**src/hw/rtl/rbiu_pkg.sv**
```systemverilog
// Shared constants and command/status types for the bitplane image unpacker.
`timescale 1ns / 1ps
`default_nettype none
package rbiu_pkg;

  localparam int DEF_PLANE_LINE_BYTES = 40;
  localparam int DEF_NUM_PLANES       = 4;
  localparam int DEF_NUM_LINES        = 200;
  localparam int DEF_LINE_STRIDE      = 160;

  localparam int          ADDR_W          = 15;
  localparam logic [5:0]  HDR_REST        = 6'd33;
  localparam logic [7:0]  MODE_COMPRESSED = 8'h80;
  localparam logic [14:0] ADDR_LAST       = 15'h7FFF;
  localparam logic [8:0]  REPEAT_BASE     = 9'd257;

  typedef struct packed {
    logic accept;
    logic emit;
  } rbiu_cmd_t;

  typedef struct packed {
    logic single_wr;
    logic run_start;
    logic run_end;
  } rbiu_status_t;

endpackage
`default_nettype wire

```
**src/hw/rtl/rbiu_ctrl.sv**
```systemverilog
// Controller state machine: input transfers, repeat-run sequencing, output valid.
`timescale 1ns / 1ps
`default_nettype none
module rbiu_ctrl
  import rbiu_pkg::*;
(
  input  wire logic         clk,
  input  wire logic         rst_n,
  input  wire logic         in_valid,
  output logic              in_stall,
  output logic              out_valid,
  input  wire logic         out_stall,
  input  wire rbiu_status_t st,
  output rbiu_cmd_t         cmd
);

  typedef enum logic [1:0] {
    S_IDLE = 2'b01,
    S_RUN  = 2'b10
  } state_t;

  state_t state_r, state_nxt;
  logic   out_valid_r, out_valid_nxt;
  logic   out_free;

  assign out_free   = !out_valid_r || !out_stall;
  assign in_stall   = !((state_r == S_IDLE) && out_free);
  assign cmd.accept = in_valid && !in_stall;
  assign cmd.emit   = (state_r == S_RUN) && out_free;
  assign out_valid  = out_valid_r;

  always_comb begin
    state_nxt     = state_r;
    out_valid_nxt = out_valid_r && out_stall;
    unique case (state_r)
      S_IDLE: begin
        if (cmd.accept && st.single_wr) out_valid_nxt = 1'b1;
        if (cmd.accept && st.run_start) state_nxt = S_RUN;
      end
      S_RUN: begin
        if (cmd.emit) begin
          out_valid_nxt = 1'b1;
          if (st.run_end) state_nxt = S_IDLE;
        end
      end
      default: state_nxt = S_IDLE;
    endcase
  end

  always_ff @(posedge clk) begin
    if (!rst_n) begin
      state_r     <= S_IDLE;
      out_valid_r <= 1'b0;
    end else begin
      state_r     <= state_nxt;
      out_valid_r <= out_valid_nxt;
    end
  end

endmodule
`default_nettype wire

```
**src/hw/rtl/rbiu_dp.sv**
```systemverilog
// Datapath: header and PackBits decode, bitplane address walk, output register.
`timescale 1ns / 1ps
`default_nettype none
module rbiu_dp
  import rbiu_pkg::*;
#(
  parameter int PLANE_LINE_BYTES = DEF_PLANE_LINE_BYTES,
  parameter int NUM_PLANES       = DEF_NUM_PLANES,
  parameter int NUM_LINES        = DEF_NUM_LINES,
  parameter int LINE_STRIDE      = DEF_LINE_STRIDE
) (
  input  wire logic        clk,
  input  wire logic        rst_n,
  input  wire logic [7:0]  in_byte,
  input  wire logic        in_file_start,
  input  wire rbiu_cmd_t   cmd,
  output rbiu_status_t     st,
  output logic [14:0]      out_wr_addr,
  output logic [7:0]       out_wr_data,
  output logic             out_run_last,
  output logic             out_image_done,
  output logic             out_overrun_error
);

  localparam int POS_W   = $clog2(PLANE_LINE_BYTES);
  localparam int PLANE_W = (NUM_PLANES > 1) ? $clog2(NUM_PLANES) : 1;
  localparam int LINE_W  = (NUM_LINES > 1) ? $clog2(NUM_LINES) : 1;
  localparam int SUM_W   = 20;

  logic [5:0]         header_r, header_nxt;
  logic               comp_r, comp_nxt;
  logic [7:0]         lit_r, lit_nxt;
  logic [7:0]         rep_r, rep_nxt;
  logic [POS_W-1:0]   pos_r, pos_nxt;
  logic [PLANE_W-1:0] plane_r, plane_nxt;
  logic [LINE_W-1:0]  line_r, line_nxt;
  logic [14:0]        raw_r, raw_nxt;
  logic               fin_r, fin_nxt;
  logic [7:0]         run_cnt_r, run_cnt_nxt;
  logic [7:0]         run_data_r, run_data_nxt;
  logic               run_ovr_r, run_ovr_nxt;

  logic               out_load;
  logic [14:0]        addr_nxt;
  logic [7:0]         data_nxt;
  logic               last_nxt, done_nxt, ovr_nxt;

  logic               pos_wrap, plane_wrap, line_wrap, adv_done, do_adv;
  logic [SUM_W-1:0]   addr_sum;
  logic [14:0]        plane_addr;
  logic [7:0]         room;
  logic               live;

  assign pos_wrap   = ({1'b0, pos_r} + 1'b1) >= (POS_W+1)'(PLANE_LINE_BYTES);
  assign plane_wrap = ({1'b0, plane_r} + 1'b1) >= (PLANE_W+1)'(NUM_PLANES);
  assign line_wrap  = ({1'b0, line_r} + 1'b1) >= (LINE_W+1)'(NUM_LINES);
  assign adv_done   = pos_wrap && plane_wrap && line_wrap;

  assign addr_sum   = SUM_W'(line_r) * SUM_W'(LINE_STRIDE)
                    + (SUM_W'(plane_r) << 1)
                    + ((SUM_W'(pos_r) >> 1) << 3)
                    + SUM_W'(pos_r[0]);
  assign plane_addr = addr_sum[14:0];
  assign room       = 8'(PLANE_LINE_BYTES) - 8'(pos_r);

  assign live         = !in_file_start && !fin_r && (header_r == 6'd0);
  assign st.single_wr = live && (!comp_r || (lit_r != 8'd0));
  assign st.run_start = live && comp_r && (lit_r == 8'd0) && (rep_r != 8'd0);
  assign st.run_end   = (run_cnt_r == 8'd1) || adv_done;

  always_comb begin
    header_nxt   = header_r;
    comp_nxt     = comp_r;
    lit_nxt      = lit_r;
    rep_nxt      = rep_r;
    pos_nxt      = pos_r;
    plane_nxt    = plane_r;
    line_nxt     = line_r;
    raw_nxt      = raw_r;
    fin_nxt      = fin_r;
    run_cnt_nxt  = run_cnt_r;
    run_data_nxt = run_data_r;
    run_ovr_nxt  = run_ovr_r;
    out_load     = 1'b0;
    addr_nxt     = plane_addr;
    data_nxt     = in_byte;
    last_nxt     = 1'b1;
    done_nxt     = adv_done;
    ovr_nxt      = 1'b0;
    do_adv       = 1'b0;

    if (cmd.emit) begin
      out_load    = 1'b1;
      data_nxt    = run_data_r;
      last_nxt    = st.run_end;
      ovr_nxt     = run_ovr_r;
      run_cnt_nxt = run_cnt_r - 8'd1;
      do_adv      = 1'b1;
    end else if (cmd.accept) begin
      priority if (in_file_start) begin
        comp_nxt   = (in_byte == MODE_COMPRESSED);
        header_nxt = HDR_REST;
        lit_nxt    = 8'd0;
        rep_nxt    = 8'd0;
        pos_nxt    = '0;
        plane_nxt  = '0;
        line_nxt   = '0;
        raw_nxt    = 15'd0;
        fin_nxt    = 1'b0;
      end else if (fin_r) begin
        fin_nxt = 1'b1;
      end else if (header_r != 6'd0) begin
        header_nxt = header_r - 6'd1;
      end else if (!comp_r) begin
        out_load = 1'b1;
        addr_nxt = raw_r;
        done_nxt = (raw_r == ADDR_LAST);
        raw_nxt  = raw_r + 15'd1;
        if (raw_r == ADDR_LAST) fin_nxt = 1'b1;
      end else if (lit_r != 8'd0) begin
        out_load = 1'b1;
        do_adv   = 1'b1;
        lit_nxt  = adv_done ? 8'd0 : lit_r - 8'd1;
      end else if (rep_r != 8'd0) begin
        rep_nxt      = 8'd0;
        run_data_nxt = in_byte;
        run_ovr_nxt  = rep_r > room;
        run_cnt_nxt  = (rep_r > room) ? room : rep_r;
      end else if (in_byte[7]) begin
        rep_nxt = 8'(REPEAT_BASE - {1'b0, in_byte});
      end else begin
        lit_nxt = in_byte + 8'd1;
      end
    end

    if (do_adv) begin
      if (pos_wrap) begin
        pos_nxt = '0;
        if (plane_wrap) begin
          plane_nxt = '0;
          if (line_wrap) fin_nxt = 1'b1;
          else line_nxt = line_r + 1'b1;
        end else begin
          plane_nxt = plane_r + 1'b1;
        end
      end else begin
        pos_nxt = pos_r + 1'b1;
      end
    end
  end

  always_ff @(posedge clk) begin
    if (!rst_n) begin
      header_r  <= 6'd0;
      comp_r    <= 1'b0;
      lit_r     <= 8'd0;
      rep_r     <= 8'd0;
      pos_r     <= '0;
      plane_r   <= '0;
      line_r    <= '0;
      raw_r     <= 15'd0;
      fin_r     <= 1'b1;
      run_cnt_r <= 8'd0;
    end else begin
      header_r  <= header_nxt;
      comp_r    <= comp_nxt;
      lit_r     <= lit_nxt;
      rep_r     <= rep_nxt;
      pos_r     <= pos_nxt;
      plane_r   <= plane_nxt;
      line_r    <= line_nxt;
      raw_r     <= raw_nxt;
      fin_r     <= fin_nxt;
      run_cnt_r <= run_cnt_nxt;
    end
  end

  always_ff @(posedge clk) begin
    run_data_r <= run_data_nxt;
    run_ovr_r  <= run_ovr_nxt;
    if (out_load) begin
      out_wr_addr       <= addr_nxt;
      out_wr_data       <= data_nxt;
      out_run_last      <= last_nxt;
      out_image_done    <= done_nxt;
      out_overrun_error <= ovr_nxt;
    end
  end

endmodule
`default_nettype wire

```
**src/hw/rtl/rle_bitplane_image_unpacker_top.sv**
```systemverilog
// Top level of the run-length bitplane image unpacker.
//
//   channel | direction | handshake            | payload
//   in_     | input     | in_valid / in_stall  | in_byte, in_file_start
//   out_    | output    | out_valid/out_stall  | out_wr_addr, out_wr_data, out_run_last,
//           |           |                      | out_image_done, out_overrun_error
//
// Header and control bytes are consumed without a write; a raw or literal byte
// loads the output register directly.
// A repeat data byte is taken, then written n times from the run counter, one a cycle
// unless the output stalls, n being the run length clipped to the end of the plane line.
// Synchronous active-low reset; the block then ignores bytes until a file start.
// A stalled output holds the output register and the run counter, and stalls the input.
`timescale 1ns / 1ps
`default_nettype none
module rle_bitplane_image_unpacker_top
  import rbiu_pkg::*;
#(
  parameter int PLANE_LINE_BYTES = DEF_PLANE_LINE_BYTES,
  parameter int NUM_PLANES       = DEF_NUM_PLANES,
  parameter int NUM_LINES        = DEF_NUM_LINES,
  parameter int LINE_STRIDE      = DEF_LINE_STRIDE
) (
  input  wire logic        clk,
  input  wire logic        rst_n,
  input  wire logic        in_valid,
  output logic             in_stall,
  input  wire logic [7:0]  in_byte,
  input  wire logic        in_file_start,
  output logic             out_valid,
  input  wire logic        out_stall,
  output logic [14:0]      out_wr_addr,
  output logic [7:0]       out_wr_data,
  output logic             out_run_last,
  output logic             out_image_done,
  output logic             out_overrun_error
);

  rbiu_cmd_t    cmd;
  rbiu_status_t st;

  rbiu_ctrl u_ctrl (
    .clk       (clk),
    .rst_n     (rst_n),
    .in_valid  (in_valid),
    .in_stall  (in_stall),
    .out_valid (out_valid),
    .out_stall (out_stall),
    .st        (st),
    .cmd       (cmd)
  );

  rbiu_dp #(
    .PLANE_LINE_BYTES (PLANE_LINE_BYTES),
    .NUM_PLANES       (NUM_PLANES),
    .NUM_LINES        (NUM_LINES),
    .LINE_STRIDE      (LINE_STRIDE)
  ) u_dp (
    .clk               (clk),
    .rst_n             (rst_n),
    .in_byte           (in_byte),
    .in_file_start     (in_file_start),
    .cmd               (cmd),
    .st                (st),
    .out_wr_addr       (out_wr_addr),
    .out_wr_data       (out_wr_data),
    .out_run_last      (out_run_last),
    .out_image_done    (out_image_done),
    .out_overrun_error (out_overrun_error)
  );

  a_no_accept_in_run: assert property (@(posedge clk) disable iff (!rst_n)
    !(cmd.accept && cmd.emit))
    else $error("input transfer during repeat run");

  a_run_blocks_input: assert property (@(posedge clk) disable iff (!rst_n)
    (cmd.accept && st.run_start) |=> in_stall)
    else $error("input not held after repeat run start");

  a_done_is_last: assert property (@(posedge clk) disable iff (!rst_n)
    (out_valid && out_image_done) |-> out_run_last)
    else $error("image end write not marked last");

endmodule
`default_nettype wire
```
**config.mk**
```make
export PLATFORM = sky130hd
export DESIGN_NAME = rle_bitplane_image_unpacker_top
export DESIGN_NICKNAME = d
export VERILOG_FILES = /design/src/hw/rtl/rbiu_pkg.sv /design/src/hw/rtl/rbiu_ctrl.sv /design/src/hw/rtl/rbiu_dp.sv /design/src/hw/rtl/rle_bitplane_image_unpacker_top.sv
export SDC_FILE = /design/constraint.sdc
export NUM_CORES = 1
export LEC_CHECK = 0
export ABC_AREA = 1
export BUFFER_PORTS_ARGS = -buffer_cell sky130_fd_sc_hd__buf_2
export CELL_PAD_IN_SITES_DETAIL_PLACEMENT = 1
export CELL_PAD_IN_SITES_GLOBAL_PLACEMENT = 2
export CORE_ASPECT_RATIO = 0.7
export CORE_MARGIN = 2
export CORE_UTILIZATION = 25
export CTS_CLUSTER_SIZE = 20
export DETAILED_ROUTE_END_ITERATION = 16
export GPL_ROUTABILITY_DRIVEN = 0
export HOLD_SLACK_MARGIN = 0.05
export PLACE_DENSITY_LB_ADDON = 0.1
export SLEW_MARGIN = 20
export SYNTH_ARGS = -nofsm -noshare
export SYNTH_HDL_FRONTEND = slang
export SYNTH_SLANG_ARGS = --single-unit
```
**constraint.sdc**
```tcl
create_clock -name clk -period 2.3 [get_ports clk]
set_input_delay 0.575 -clock clk [delete_from_list [all_inputs] [get_ports clk]]
set_output_delay 0.575 -clock clk [all_outputs]
set_load 0.03 [all_outputs]
```
-- Word level (Yosys, flattened, before mapping)
Index checks and enable logic that the tools add are counted.
- add/sub/neg operators: 16
- multiply operators: 1
- div/mod/pow operators: 0
- $lt $le $gt $ge: 4
- equality and inequality tests: 19
- shifts and indexed selects: 0
- multiplexer cells: 93
- bitwise gates (word level): 5
- reductions and logical operators: 45
- operators with widths (cell ; number):
    $mux W8 ; 32
    $mux W15 ; 10
    $mux W6 ; 8
    $mux W1 ; 32
    $reduce_and A7 Y1 ; 3
    $ne A2 B2 Y1 const B ; 10
    $mux W2 ; 9
    $add A8 B1 Y8 const B ; 2
    $reduce_bool A8 Y1 ; 2
    $sub A8 B1 Y8 const B ; 2
    $add A15 B1 Y15 ; 1
    $add A15 B1 Y15 const B ; 1
    $add A15 B3 Y15 ; 1
    $add A15 B8 Y15 ; 1
    $eq A15 B15 Y1 const B ; 1
    $logic_and A1 B1 Y1 ; 14
    $reduce_bool A2 Y1 ; 7
    $mul A8 B3 Y10 const B ; 1
    $add A8 B1 Y9 const B ; 1
    $ge A9 B8 Y1 const B ; 1
    $reduce_and A3 Y1 ; 3
    $eq A8 B1 Y1 const B ; 1
    $eq A8 B8 Y1 const B ; 1
    $gt A8 B8 Y1 ; 1
    other kinds (26) ; 38
- register bits after elaboration: 101
- bits in latches: 0
- RAM bits: 0
- ROM bits: 0
- input bits: 13
- output and inout bits: 28
- logic and storage cells: 202
- memories kept: 0

-- Depth between registers and ports, before layout
Gate-level depths: netlist of run 1.
- word-level depth: 12
- depth in mapped cells: 19
- gate-level depth less buffers: 18

-- By module
From an unflattened synthesis of run 1, not the netlist that was laid out.
- cells, all modules: 847
- area total of the unflattened synthesis: 6234.7 µm²
- modules (own cells, without submodules) (module ; times used ; cells an instance ; area an instance (µm²) ; sequential area each (µm²)):
    rbiu_dp ; 1 ; 819 ; 6043.3 ; 2312.2
    rbiu_ctrl ; 1 ; 28 ; 191.4 ; 60.1

-- Worst setup path after synthesis of run 1
Ideal clock, no wire load.
- path type: reg-to-reg
- start point: register u_dp.pos_r[0]
- end point: register u_dp.run_cnt_r[3]
- setup time: 58 ps
- arrival: 2379 ps
- data required time: 2242 ps
- slack: -136 ps
- stages on the path, launching flop included: 20
- buffers on the path: 1
- period minus slack after synthesis: 2436 ps
- cell sequence: dfxtp_1 -> clkbuf_2 -> inv_1 -> ha_1 -> nand2_1 -> nand2_1 -> nand2_1 -> nand2_1 -> ha_1 -> nand2_1 -> nor2_1 -> a211oi_1 -> nand2_1 -> nand2_1 -> clkinv_1 -> nand2_1 -> nand3_1 -> nand3_1 -> nand3_1 -> inv_1
- cells in the longest elaborated chain, start to end: 11
- ends and longest elaborated chain (item ; line ; RTL):
    start: declaration ; rbiu_dp.sv:34 ; logic [POS_W-1:0] pos_r, pos_nxt;
    start signal: assignment ; rbiu_dp.sv:169 ; pos_r <= pos_nxt;
    $sub A6 B6 Y7 (*) ; rbiu_dp.sv:64 ; assign room = 8'(PLANE_LINE_BYTES) - 8'(pos_r);
    $gt A8 B8 Y1 ; rbiu_dp.sv:128 ; run_cnt_nxt = (rep_r > room) ? room : rep_r;
    $mux W8 (*) ; rbiu_dp.sv:128 ;
    $mux W8 (*) ; rbiu_dp.sv:124 ; end else if (rep_r != 8'd0) begin
    $mux W8 (*) ; rbiu_dp.sv:120 ; end else if (lit_r != 8'd0) begin
    $mux W8 (*) ; rbiu_dp.sv:114 ; end else if (!comp_r) begin
    $mux W8 (*) ; rbiu_dp.sv:112 ; end else if (header_r != 6'd0) begin
    $mux W8 (*) ; rbiu_dp.sv:110 ; end else if (fin_r) begin
    $mux W8 (*) ; rbiu_dp.sv:100 ; priority if (in_file_start) begin
    $mux W8 (*) ; rbiu_dp.sv:99 ; end else if (cmd.accept) begin
    $mux W8 (*) ; rbiu_dp.sv:92 ; if (cmd.emit) begin
    end signal: assignment ; rbiu_dp.sv:174 ; run_cnt_r <= run_cnt_nxt;
    end: declaration ; rbiu_dp.sv:39 ; logic [7:0] run_cnt_r, run_cnt_nxt;
Mark *: on every way between the ends. The rest lies on a longest branch, timed or not. The select of a mux whose other input is x is not followed.
A chain may end at the register's enable or synchronous reset.

-- Worst setup path in the final report of run 1
- start point: register u_dp.line_r[3]
- end point: register u_dp.out_wr_addr[14], data pin
- cells in the longest elaborated chain, start to end: 10
- ends and longest elaborated chain (item ; line ; RTL):
    start: declaration ; rbiu_dp.sv:36 ; logic [LINE_W-1:0] line_r, line_nxt;
    start signal: assignment ; rbiu_dp.sv:171 ; line_r <= line_nxt;
    $mul A8 B3 Y10 (*) ; rbiu_dp.sv:59 ; assign addr_sum = SUM_W'(line_r) * SUM_W'(LINE_STRIDE)
    $add A15 B3 Y15 (*) ; rbiu_dp.sv:60 ; + (SUM_W'(plane_r) << 1)
    $add A15 B8 Y15 (*) ; rbiu_dp.sv:61 ; + ((SUM_W'(pos_r) >> 1) << 3)
    $add A15 B1 Y15 (*) ; rbiu_dp.sv:62 ; + SUM_W'(pos_r[0]);
    $mux W15 ; rbiu_dp.sv:114 ;
    $mux W15 ; rbiu_dp.sv:112 ;
    $mux W15 ; rbiu_dp.sv:110 ;
    $mux W15 ; rbiu_dp.sv:100 ;
    $mux W15 ; rbiu_dp.sv:99 ;
    $mux W15 (*) ; rbiu_dp.sv:92 ;
    via u_dp.addr_nxt[14] ; rbiu_dp.sv:44 ; logic [14:0] addr_nxt;
    end signal: assignment ; rbiu_dp.sv:182 ; out_wr_addr <= addr_nxt;
    end: declaration ; rbiu_dp.sv:18 ; output logic [14:0] out_wr_addr,
Mark *: on every way through the listed nets, which the timed path passes. The rest lies on a longest branch.

==> results of run 1 <==
state kept, by name, summed over array words and instances, names as in the netlist, 6 cells and up:
register,flops
u_dp.header_r,6
u_dp.run_cnt_r,8
u_dp.raw_r,15
u_dp.run_data_r,8
u_dp.out_wr_data,8
u_dp.line_r,8
u_dp.pos_r,6
u_dp.rep_r,8
u_dp.out_wr_addr,15
u_dp.lit_r,8
where the power goes:
part / internal (mW) / switching, mW / total, mW / leakage [nW]
clock: 1.03 / 0.754 / 1.78 / 0.164
combinational: 0.293 / 0.491 / 0.784 / 2.47
sequential: 1.89 / 0.0300 / 1.92 / 0.845
total: 3.21 / 1.28 / 4.49 / 3.47
worst max-delay path by stage:
stage / slack [ns] / cells past startpoint / to
final: -0.005 / 12 / u_dp.out_wr_addr[14]$_DFFE_PP_
after global routing: -0.17 / 15 / u_dp.run_cnt_r[3]$_SDFFE_PN0P_
after floorplan: 0.001 / 12 / u_dp.out_wr_addr[14]$_DFFE_PP_
after detailed placement: -0.21 / 11 / u_dp.out_wr_addr[12]$_DFFE_PP_
after CTS: -0.03 / 12 / u_dp.out_wr_addr[14]$_DFFE_PP_
after global placement: -0.11 / 11 / u_dp.out_wr_addr[12]$_DFFE_PP_
critical path, stage by stage, from the launching register on:
cell and delay [ns]:
dfxtp_2 0.34, ha_4 0.27, ha_4 0.13, inv_2 0.04, fa_2 0.35, nand3b_1 0.18, nand2_2 0.11, a21oi_2 0.05
o21bai_1 0.16, xor2_1 0.20, nand3_1 0.09, nand2_1 0.07, a21oi_1 0.06
layout by cell type (no fill, tap or decap), drive strengths merged, types with 7 or more instances in the layout:
| cell type | Yosys | final |
|---|---|---|
| a21oi | 78 | 78 |
| or2 | 7 | 7 |
| dfxtp | 66 | 66 |
| edfxtp | 35 | 35 |
| nand3 | 52 | 52 |
| nand4 | 23 | 23 |
| nor2 | 85 | 85 |
| buf | 12 | 133 |
| clkbuf | 9 | 10 |
| nand2 | 184 | 184 |
| inv | 116 | 119 |
| nor3 | 22 | 22 |
| xor2 | 21 | 21 |
| ha | 39 | 39 |
| o21ai | 64 | 64 |
| xnor2 | 7 | 7 |
per-stage QoR:
| step | util | cells |
|---|---|---|
| final | 0.3339 | 1305 |
| after global routing | 0.3339 | 1305 |
| after CTS | 0.3233 | 1298 |
| after detailed placement | 0.3001 | 1274 |
| after global placement | 0.3001 | 1274 |
| after floorplan | - | 852 |
what timing repair did:
item                       4_1_cts  5_1_grt
hold buffers                     0        0
setup buffers                    8        7
setup endpoints to repair       13       72
gates resized for setup         33       57
pin swaps                       22       26
layout make-up:
cell class | instances | area [um2] | area share
Tap cell | 325 | 406.6 | 0.04945
Inverter | 120 | 462.9 | 0.05630
Multi-Input combinational cell | 610 | 3690 | 0.4487
Sequential cell | 101 | 2380 | 0.2894
Timing Repair Buffer | 133 | 942.2 | 0.1146
Clock inverter | 6 | 91.34 | 0.01111
Clock buffer | 10 | 250.2 | 0.03043
kinds of logic after synthesis:
group	synth area share
AND/OR/NAND/NOR	0.2675
AO/OA/AOI/OAI	0.1399
buffers and inverters	0.08836
flip-flops	0.3790
adder cells (fa/ha/maj)	0.08437
XOR/XNOR	0.03919
multiplexers	0.001599
layer usage:
metal	part of all wire	vias to the layer above	wire length, um
li1	-	3076	-
met5	0	-	0
met3	0.023	11	481
met4	0.0079	0	164
met2	0.42	38	8673
met1	0.55	2904	11420
==> results by group, run 1 <==
Run status
  • Status: finished with violations
  • Failing checks: negative setup slack

Timing
  • Highest Clock Rate: 0.4338 GHz
  • Final min period: 2.305 ns
  • Worst Max-Slew Pin Slew: 0.5189 ns
  • Setup slack after layout: -0.005079 ns
  • Final hold slack: 0.4233 ns
  • Layout Skew: 0.01367 ns
  • RSZ-0062 raised after global routing: true
  • # setup viols final: 1
  • Final period utilization: 1.002
  • Fin. max-slew vios: 0
  • Slew margin rel.: 0.6514
  • Final hold vios: 0
  • Setup TNS: -0.005079 ns

Place
  • Pre-CTS setup slack: -0.2097 ns
  • DP Wirelength: 16.45 mm
  • PortBufs: 40
  • Area after DPL: 7390 um2

Die
  • Starting Density: 0.2542
  • Ports: 41
  • Die ar.: 26340 um2
  • Die H: 136.4 um
  • Num rows: 48
  • Chip width: 193.1 um
  • CORE AREA: 24620 um2

CTS
  • Num CTS Buffers: 9
  • Clock-pin slew on the worst setup and hold paths: 0.08 ns
  • Longest Clk Path Bufs: 2
  • CTS sink cnt: 101
  • CTS tree: yes
  • H-tree levels: 3
  • Clock root buffer master: clkbuf_16
  • Skew-Pair Late Insertion Delay: 0.37 ns

Global routing
  • Largest net degree at the start of global routing: 24
  • Initial antenna violation count: 0
  • Overall Global Routing Usage: 0.1617
  • Met1 GRT Util: 0.2431
  • Vias in the first global route: 6148
  • GR Layer Usage met3: 0.02788
  • GRT overflow: 0
  • First-pass GRT wire length: 32.98 mm
  • Met2 GRT Util: 0.2413
  • Busiest grt layer: met1

Route
  • Antenna-violating nets left: 0
  • DR WL/cell: 15.90 um
  • # DRC: 0
  • Vias per std cell: 4.620
  • Pre-antenna DRT Iters: 4
  • DRT iter0 DRCs: 255
  • Via count: 6029
  • Routed wire length: 20.74 mm

Logic synthesis
  • Post-synthesis cell type count: 48
  • Most numerous cell in the Yosys netlist: nand2_1
  • Synthesized net count: 906
  • Ys flop type: dfxtp_1
  • Synth Warn #: 0
  • Post-synth top cells: nand2_1, inv_1, nor2_1, a21oi_1, dfxtp_1
  • Synth Area per Inst: 7.346 um2
  • Flip-flop and latch count after synthesis: 101
  • Area contributors post-synth: dfxtp_1, edfxtp_1, nand2_1
  • Post-synth EDFFs: 35
  • Sequential-to-total area share from yosys stat: 0.3790
  • Cell count after synthesis: 852
  • Async set or reset register ratio after synthesis: 0
  • Synth area leader: dfxtp_1
  • Top cell type's share of synthesized area: 0.2111
  • Post-synthesis instance area: 6259 um2

Setup path
  • Arrival @ worst endpoint: 2.42 ns
  • R2R Setup Slk: -0.005 ns
  • Critical Path Sink Type: register
  • Worst setup SP type: register
  • Worst path required time: 2.41 ns
  • RR Endpoint: u_dp.out_wr_addr[14]$_DFFE_PP_
  • Crit. Startpoint: u_dp.line_r[3]$_SDFF_PN0_
  • R2r startpoint: u_dp.line_r[3]$_SDFF_PN0_
  • FF-to-FF path depth: 12
  • Crit path max fanout: 2
  • Setup CP Type: register to register

Worst hold path
  • Worst hold endpoint: u_dp.run_data_r[0]$_DFFE_PP_
  • HP Start: in_byte[0]
  • Hold Path Class: input pin to register
  • Worst hold stages: 1

Layout
  • Ant diodes: 0
  • Area growth syn-to-layout: 31.39%
  • Final net count: 1029
  • Finished Cell Area: 8223 um2
  • Filler cells: 3042
  • Share of cells above drive strength 1: 0.2541

Run
  • Max cap viols: 0

Power
  • PwrDens: 545.9 nW/um2
  • Leakage: 3.475 nW
  • Tot Pwr: 4.489 mW
  • Worst IR Drop VDD: 0.3341 mV
(Power assumes the default switching activity.)
==> run 2: changes to the inputs <==
--- a/config.mk
+++ b/config.mk
@@ -11,7 +11,7 @@
 export CELL_PAD_IN_SITES_GLOBAL_PLACEMENT = 2
 export CORE_ASPECT_RATIO = 0.7
 export CORE_MARGIN = 2
-export CORE_UTILIZATION = 25
+export CORE_UTILIZATION = 32
 export CTS_CLUSTER_SIZE = 20
 export DETAILED_ROUTE_END_ITERATION = 16
 export GPL_ROUTABILITY_DRIVEN = 0
==> results by group, run 2 (synthesized netlist as in run 1, its figures left out) <==
Run status
  • Status: finished with violations
  • Failing checks: negative setup slack

Route
  • Antenna-violating nets left: 0 (unchanged)
  • DRT iter0 DRCs: 306 (+20%)
  • Vias per std cell: 4.882 (+5.7%)
  • DR WL/cell: 16.80 um (+5.7%)
  • Via count: 6034 (+0.083%)
  • Pre-antenna DRT Iters: 7 (+3)
  • Routed wire length: 20.76 mm (about the same)
  • # DRC: 0 (unchanged)

Place
  • Pre-CTS setup slack: -0.1874 ns (+0.02231 ns)
  • DP Wirelength: 16.06 mm (-2.4%)
  • PortBufs: 40 (unchanged)
  • Cell count after placement: 1209 (-5.1%)
  • Area after DPL: 7281 um2 (-1.5%)

Layout
  • Register area: 2381 um2 (about the same)
  • Ant diodes: 0 (unchanged)
  • Final net count: 1021 (-0.78%)
  • Finished Cell Area: 8138 um2 (-1.0%)
  • Share of cells above drive strength 1: 0.2593 (+0.005178)
  • Commonest non-fill, non-tap cell in the layout: nand2_1
  • Most frequent cells in the layout: nand2_1, inv_1, buf_4, nor2_1, a21oi_1
  • Top flop regs: u_dp.out_wr_addr: 15 flops, u_dp.raw_r: 15 flops
  • Layout Cells excl Fill: 1236 (-5.3%)
  • Area growth syn-to-layout: 30.03%
  • Area of the multi-input gates: 3766 um2 (+2.1%)
  • Filler cells: 2392 (-21%)

Timing
  • Highest Clock Rate: 0.4232 GHz (-2.5%)
  • Slew margin rel.: 0.6368 (-0.01456)
  • Worst Max-Slew Pin Slew: 0.5447 ns (+0.02576 ns)
  • Final period utilization: 1.027 (+0.02525)
  • Layout Skew: 0.005838 ns (-0.007828 ns)
  • RSZ-0062 raised after global routing: true
  • Final min period: 2.363 ns (+0.05807 ns)
  • Final hold slack: 0.4608 ns (+0.03743 ns)
  • Final hold vios: 0 (unchanged)
  • # setup viols final: 6 (+5)
  • Fin. max-slew vios: 0 (unchanged)
  • Setup slack after layout: -0.06315 ns (-0.05807 ns)

Die
  • Chip width: 171.2 um (-11%)
  • Ports: 41 (unchanged)
  • Num rows: 42 (-13%)
  • CORE AREA: 19020 um2 (-23%)
  • Die ar.: 20710 um2 (-21%)
  • Starting Density: 0.3290 (+0.07483)
  • Die H: 121.0 um (-11%)

Global routing
  • GRT overflow: 0 (unchanged)
  • Vias in the first global route: 6167 (+0.31%)
  • Initial antenna violation count: 0 (unchanged)
  • Overall Global Routing Usage: 0.2054 (+0.04365)
  • Largest net degree at the start of global routing: 31 (+29%)
  • First-pass GRT wire length: 33.22 mm (+0.73%)

CTS
  • Num CTS Buffers: 9 (unchanged)
  • Clock root buffer master: clkbuf_16
  • CTS sink cnt: 101 (unchanged)
  • Clock-pin slew on the worst setup and hold paths: 0.08 ns (about the same)
  • H-tree levels: 3 (unchanged)
  • Post-CTS Hold Fix Bufs: 0 (unchanged)
  • Skew-Pair Late Insertion Delay: 0.36 ns (about the same)
  • Longest Clk Path Bufs: 2 (unchanged)
  • CTS tree: yes

Setup path
  • Critical Path Sink Type: register
  • R2r startpoint: u_dp.pos_r[1]$_SDFFE_PN0P_
  • Most common cell on crit path: nand2_1
  • Worst setup SP type: register
  • Max incr delay on CP: 0.35 ns (about the same)
  • Crit path max fanout: 4 (+2)
  • Crit-path cells: inv_4, nand3_4, buf_4, xor2_1, ha_1, a21oi_1, o21ai_2, nand2_1, nand2_1, nand2_4, buf_6, nand2_2, o211ai_1, nand3_1, nor2_1
  • Crit. Startpoint: u_dp.pos_r[1]$_SDFFE_PN0P_
  • Arrival @ worst endpoint: 2.66 ns (+0.24 ns)
  • Setup CP Type: register to register
  • Slowest stage cell on the critical path: dfxtp_2
  • Worst path required time: 2.60 ns (+0.19 ns)

Power
  • Tot Pwr: 4.327 mW (-3.6%)
  • Leakage: 3.451 nW (-0.68%)
  • Worst IR Drop VDD: 0.2987 mV (-11%)
  • PwrDens: 531.7 nW/um2 (-2.6%)

Worst hold path
  • HP Start: in_byte[1]
  • Hold Path Class: input pin to register

Run
  • Max cap viols: 0 (unchanged)
[run 2: path summary, 6_finish.rpt]
check | endpoint | slack [ns] | cells after the start
setup reg to reg | u_dp.run_cnt_r[0]$_SDFFE_PN0P_ | -0.06 | 15
hold reg to reg | u_dp.header_r[0]$_SDFFE_PN0P_ | 0.47 | 1
setup / recovery | u_dp.run_cnt_r[0]$_SDFFE_PN0P_ | -0.06 | 15
hold / removal | u_dp.run_data_r[1]$_DFFE_PP_ | 0.46 | 1
[run 2: power by group]
part / leakage (nW) / internal, mW / switching [mW]
clock network: 0.139 / 0.787 / 0.789
logic: 2.47 / 0.312 / 0.514
registers: 0.846 / 1.89 / 0.0344
total: 3.45 / 2.99 / 1.34
[run 2: layer usage]
metal	up-vias	GRT usage	routed length, um
li1	3053	-	-
met1	2913	0.3139	11260
met2	54	0.3052	8894
met3	14	0.02903	428
met4	0	0.04184	176
met5	-	0	0
[run 2: final cells by class]
| class | count | area share |
|---|---|---|
| Multi-Input combinational cell | 610 | 0.4628 |
| Sequential cell | 101 | 0.2926 |
| Timing Repair Buffer | 125 | 0.1099 |
| Inverter | 120 | 0.05796 |
| Tap cell | 264 | 0.04059 |
| Clock buffer | 10 | 0.02937 |
| Clock inverter | 6 | 0.006765 |
[run 2: repair_timing]
item                                    in CTS  in global routing
endpoints found under the setup margin      11                 84
pin swaps                                   13                 35
endpoints found under the hold margin        0                  0
gates resized for setup                     22                 88
buffers inserted                             4                  8
[run 2: critical path: cells and delay by family, from the launching register on]
kind / cells / cell delay [ns]
AO/OA/AOI/OAI: 3 / 0.33
XOR/XNOR: 1 / 0.30
adder cells (fa/ha/maj): 1 / 0.32
buffers and inverters: 3 / 0.36
flip-flops: 1 / 0.35
AND/OR/NAND/NOR: 7 / 0.64
[run 2: through the flow]
step                  util  TNS (ns)
global route        0.4278    -1.367
detailed placement  0.3827   -0.9131
CTS                 0.4054   -0.1307
floorplan                -         0
global placement    0.3827   -0.1323
finish              0.4278   -0.2189
==> run 3: changes to the inputs <==
--- a/config.mk
+++ b/config.mk
@@ -17,6 +17,7 @@
 export GPL_ROUTABILITY_DRIVEN = 0
 export HOLD_SLACK_MARGIN = 0.05
 export PLACE_DENSITY_LB_ADDON = 0.1
+export SKIP_CTS_REPAIR_TIMING = 1
 export SLEW_MARGIN = 20
 export SYNTH_ARGS = -nofsm -noshare
 export SYNTH_HDL_FRONTEND = slang
==> results by group, run 3 (synthesized netlist as in run 1, its figures left out) <==
Setup path
  • R2r startpoint: u_dp.line_r[3]$_SDFF_PN0_
  • Arrival @ worst endpoint: 2.52 ns (-0.14 ns)
  • Most common cell on crit path: ha_4
  • RR Endpoint: u_dp.out_wr_addr[13]$_DFFE_PP_
  • Max incr delay on CP: 0.37 ns (+0.02 ns)
  • Buffer and inverter count on the worst path: 2 (-1)
  • Slowest stage cell on the critical path: fa_2
  • FF-to-FF path depth: 11 (-4)
  • Crit-path cells: ha_4, ha_4, inv_4, fa_2, nand3b_1, nand2_2, xor2_2, inv_2, nor3_4, xnor2_1, a21oi_1
  • Crit path max fanout: 2 (-2)
  • Worst setup SP type: register
  • Setup CP Type: register to register
  • R2R Setup Slk: -0.10 ns (-0.04 ns)
  • Worst path required time: 2.42 ns (-0.18 ns)
  • Critical Path Sink Type: register
  • Critical path's top delay family: adder cells

CTS
  • Skew-Pair Late Insertion Delay: 0.36 ns (about the same)
  • H-tree levels: 3 (unchanged)
  • Longest Clk Path Bufs: 2 (unchanged)
  • Num CTS Buffers: 9 (unchanged)
  • CTS tree: yes
  • CTS sink cnt: 101 (unchanged)
  • Clock-pin slew on the worst setup and hold paths: 0.08 ns (about the same)
  • Clock root buffer master: clkbuf_16

Global routing
  • Largest net degree at the start of global routing: 31 (unchanged)
  • Vias in the first global route: 6111 (-0.91%)
  • Overall Global Routing Usage: 0.2032 (-0.002192)
  • First-pass GRT wire length: 32.85 mm (-1.1%)
  • Initial antenna violation count: 0 (unchanged)
  • GRT overflow: 0 (unchanged)

Timing
  • Final min period: 2.404 ns (+0.04117 ns)
  • Setup TNS: -0.3567 ns (-0.1378 ns)
  • Highest Clock Rate: 0.4159 GHz (-1.7%)
  • # setup viols final: 6 (unchanged)
  • Slew margin rel.: 0.6404 (+0.003604)
  • Worst Max-Slew Pin Slew: 0.5393 ns (-0.005405 ns)
  • Final hold vios: 0 (unchanged)
  • RSZ-0062 raised after global routing: true
  • Layout Skew: 0.005395 ns (-0.0004436 ns)
  • Setup slack after layout: -0.1043 ns (-0.04117 ns)
  • Final period utilization: 1.045 (+0.01790)
  • Fin. max-slew vios: 0 (unchanged)

Layout
  • Layout Cells excl Fill: 1235 (-0.081%)
  • Util after Layout: 0.4205 (-0.007301)
  • Ant diodes: 0 (unchanged)
  • Top flop regs: u_dp.out_wr_addr: 15 flops, u_dp.raw_r: 15 flops
  • Commonest non-fill, non-tap cell in the layout: nand2_1
  • Finished Cell Area: 7999 um2 (-1.7%)
  • Most frequent cells in the layout: nand2_1, inv_1, buf_4, nor2_1, a21oi_1
  • Final net count: 1020 (-0.098%)
  • Filler cells: 2396 (+0.17%)
  • Area growth syn-to-layout: 27.81%
  • Share of cells above drive strength 1: 0.2513 (-0.007972)

Place
  • Area after DPL: 7281 um2 (unchanged)
  • DP Wirelength: 16.06 mm (unchanged)
  • PortBufs: 40 (unchanged)
  • Cell count after placement: 1209 (unchanged)

Route
  • DRT iter0 DRCs: 339 (+11%)
  • Pre-antenna DRT Iters: 6 (-1)
  • Vias per std cell: 4.866 (-0.33%)
  • DR WL/cell: 16.60 um (-1.1%)
  • Antenna-violating nets left: 0 (unchanged)
  • # DRC: 0 (unchanged)
  • Via count: 6009 (-0.41%)
  • Routed wire length: 20.51 mm (-1.2%)

Worst hold path
  • HP Start: in_byte[1]
  • Worst hold endpoint: u_dp.run_data_r[1]$_DFFE_PP_
  • Hold Path Class: input pin to register
  • Worst hold stages: 1 (unchanged)

Die
  • Ports: 41 (unchanged)
  • Starting Density: 0.3290 (unchanged)
  • Num rows: 42 (unchanged)
  • Die H: 121.0 um (unchanged)
  • Chip width: 171.2 um (unchanged)
  • Die ar.: 20710 um2 (unchanged)
  • CORE AREA: 19020 um2 (unchanged)

Power
  • Tot Pwr: 4.319 mW (-0.18%)
  • Worst IR Drop VDD: 0.2983 mV (-0.15%)
  • PwrDens: 539.9 nW/um2 (+1.5%)
  • Leakage: 3.427 nW (-0.69%)

Run status
  • Failing checks: negative setup slack
  • Status: finished with violations

Run
  • Max cap viols: 0 (unchanged)
## run 3: worst register-to-register path: stages, from the launching register on
cell and delay, ns:
dfxtp_2 0.34, ha_4 0.27, ha_4 0.14, inv_4 0.04, fa_2 0.37, nand3b_1 0.19, nand2_2 0.11, xor2_2 0.19
inv_2 0.09, nor3_4 0.18, xnor2_1 0.14, a21oi_1 0.08
## run 3: worst max-delay path by stage
stage                                    from                              to  slack, ns  cells past startpoint
global placement    u_dp.line_r[3]$_SDFF_PN0_  u_dp.out_wr_addr[14]$_DFFE_PP_      -0.06                     12
global route        u_dp.line_r[3]$_SDFF_PN0_  u_dp.out_wr_addr[14]$_DFFE_PP_      -0.24                     12
detailed placement  u_dp.line_r[1]$_SDFF_PN0_  u_dp.out_wr_addr[14]$_DFFE_PP_      -0.19                     12
finish              u_dp.line_r[3]$_SDFF_PN0_  u_dp.out_wr_addr[13]$_DFFE_PP_      -0.10                     11
floorplan           u_dp.line_r[3]$_SDFF_PN0_  u_dp.out_wr_addr[14]$_DFFE_PP_      0.001                     12
CTS                 u_dp.line_r[3]$_SDFF_PN0_  u_dp.out_wr_addr[14]$_DFFE_PP_      -0.22                     12
## run 3: power by group
part | total [mW] | switching, mW | internal [mW]
logic | 0.815 | 0.508 | 0.307
registers | 1.92 | 0.0343 | 1.89
clock network | 1.58 | 0.792 | 0.787
total | 4.32 | 1.33 | 2.98
## run 3: layer usage
metal	global-route usage	part of all wire
met5	0	0
met1	0.3128	0.54
met2	0.3004	0.43
met4	0.03867	0.0072
met3	0.02870	0.025
## run 3: area by class of cell
cell class                      count  area (um2)  share of cell area
Clock inverter                      6       55.05            0.006883
Sequential cell                   101        2382              0.2978
Clock buffer                       10       239.0             0.02988
Tap cell                          264       330.3             0.04130
Multi-Input combinational cell    610        3649              0.4561
Timing Repair Buffer              124       879.6              0.1100
Inverter                          120       464.2             0.05803
## run 3: per-stage QoR
step / hold slack, ns / setup WS, ns
final: 0.4656 / -0.1043
after global placement: 0.4519 / -0.06376
after global routing: 0.4635 / -0.2449
after CTS: 0.4447 / -0.2245
after detailed placement: 0.4582 / -0.1874
after floorplan: 0.4314 / 0.001233
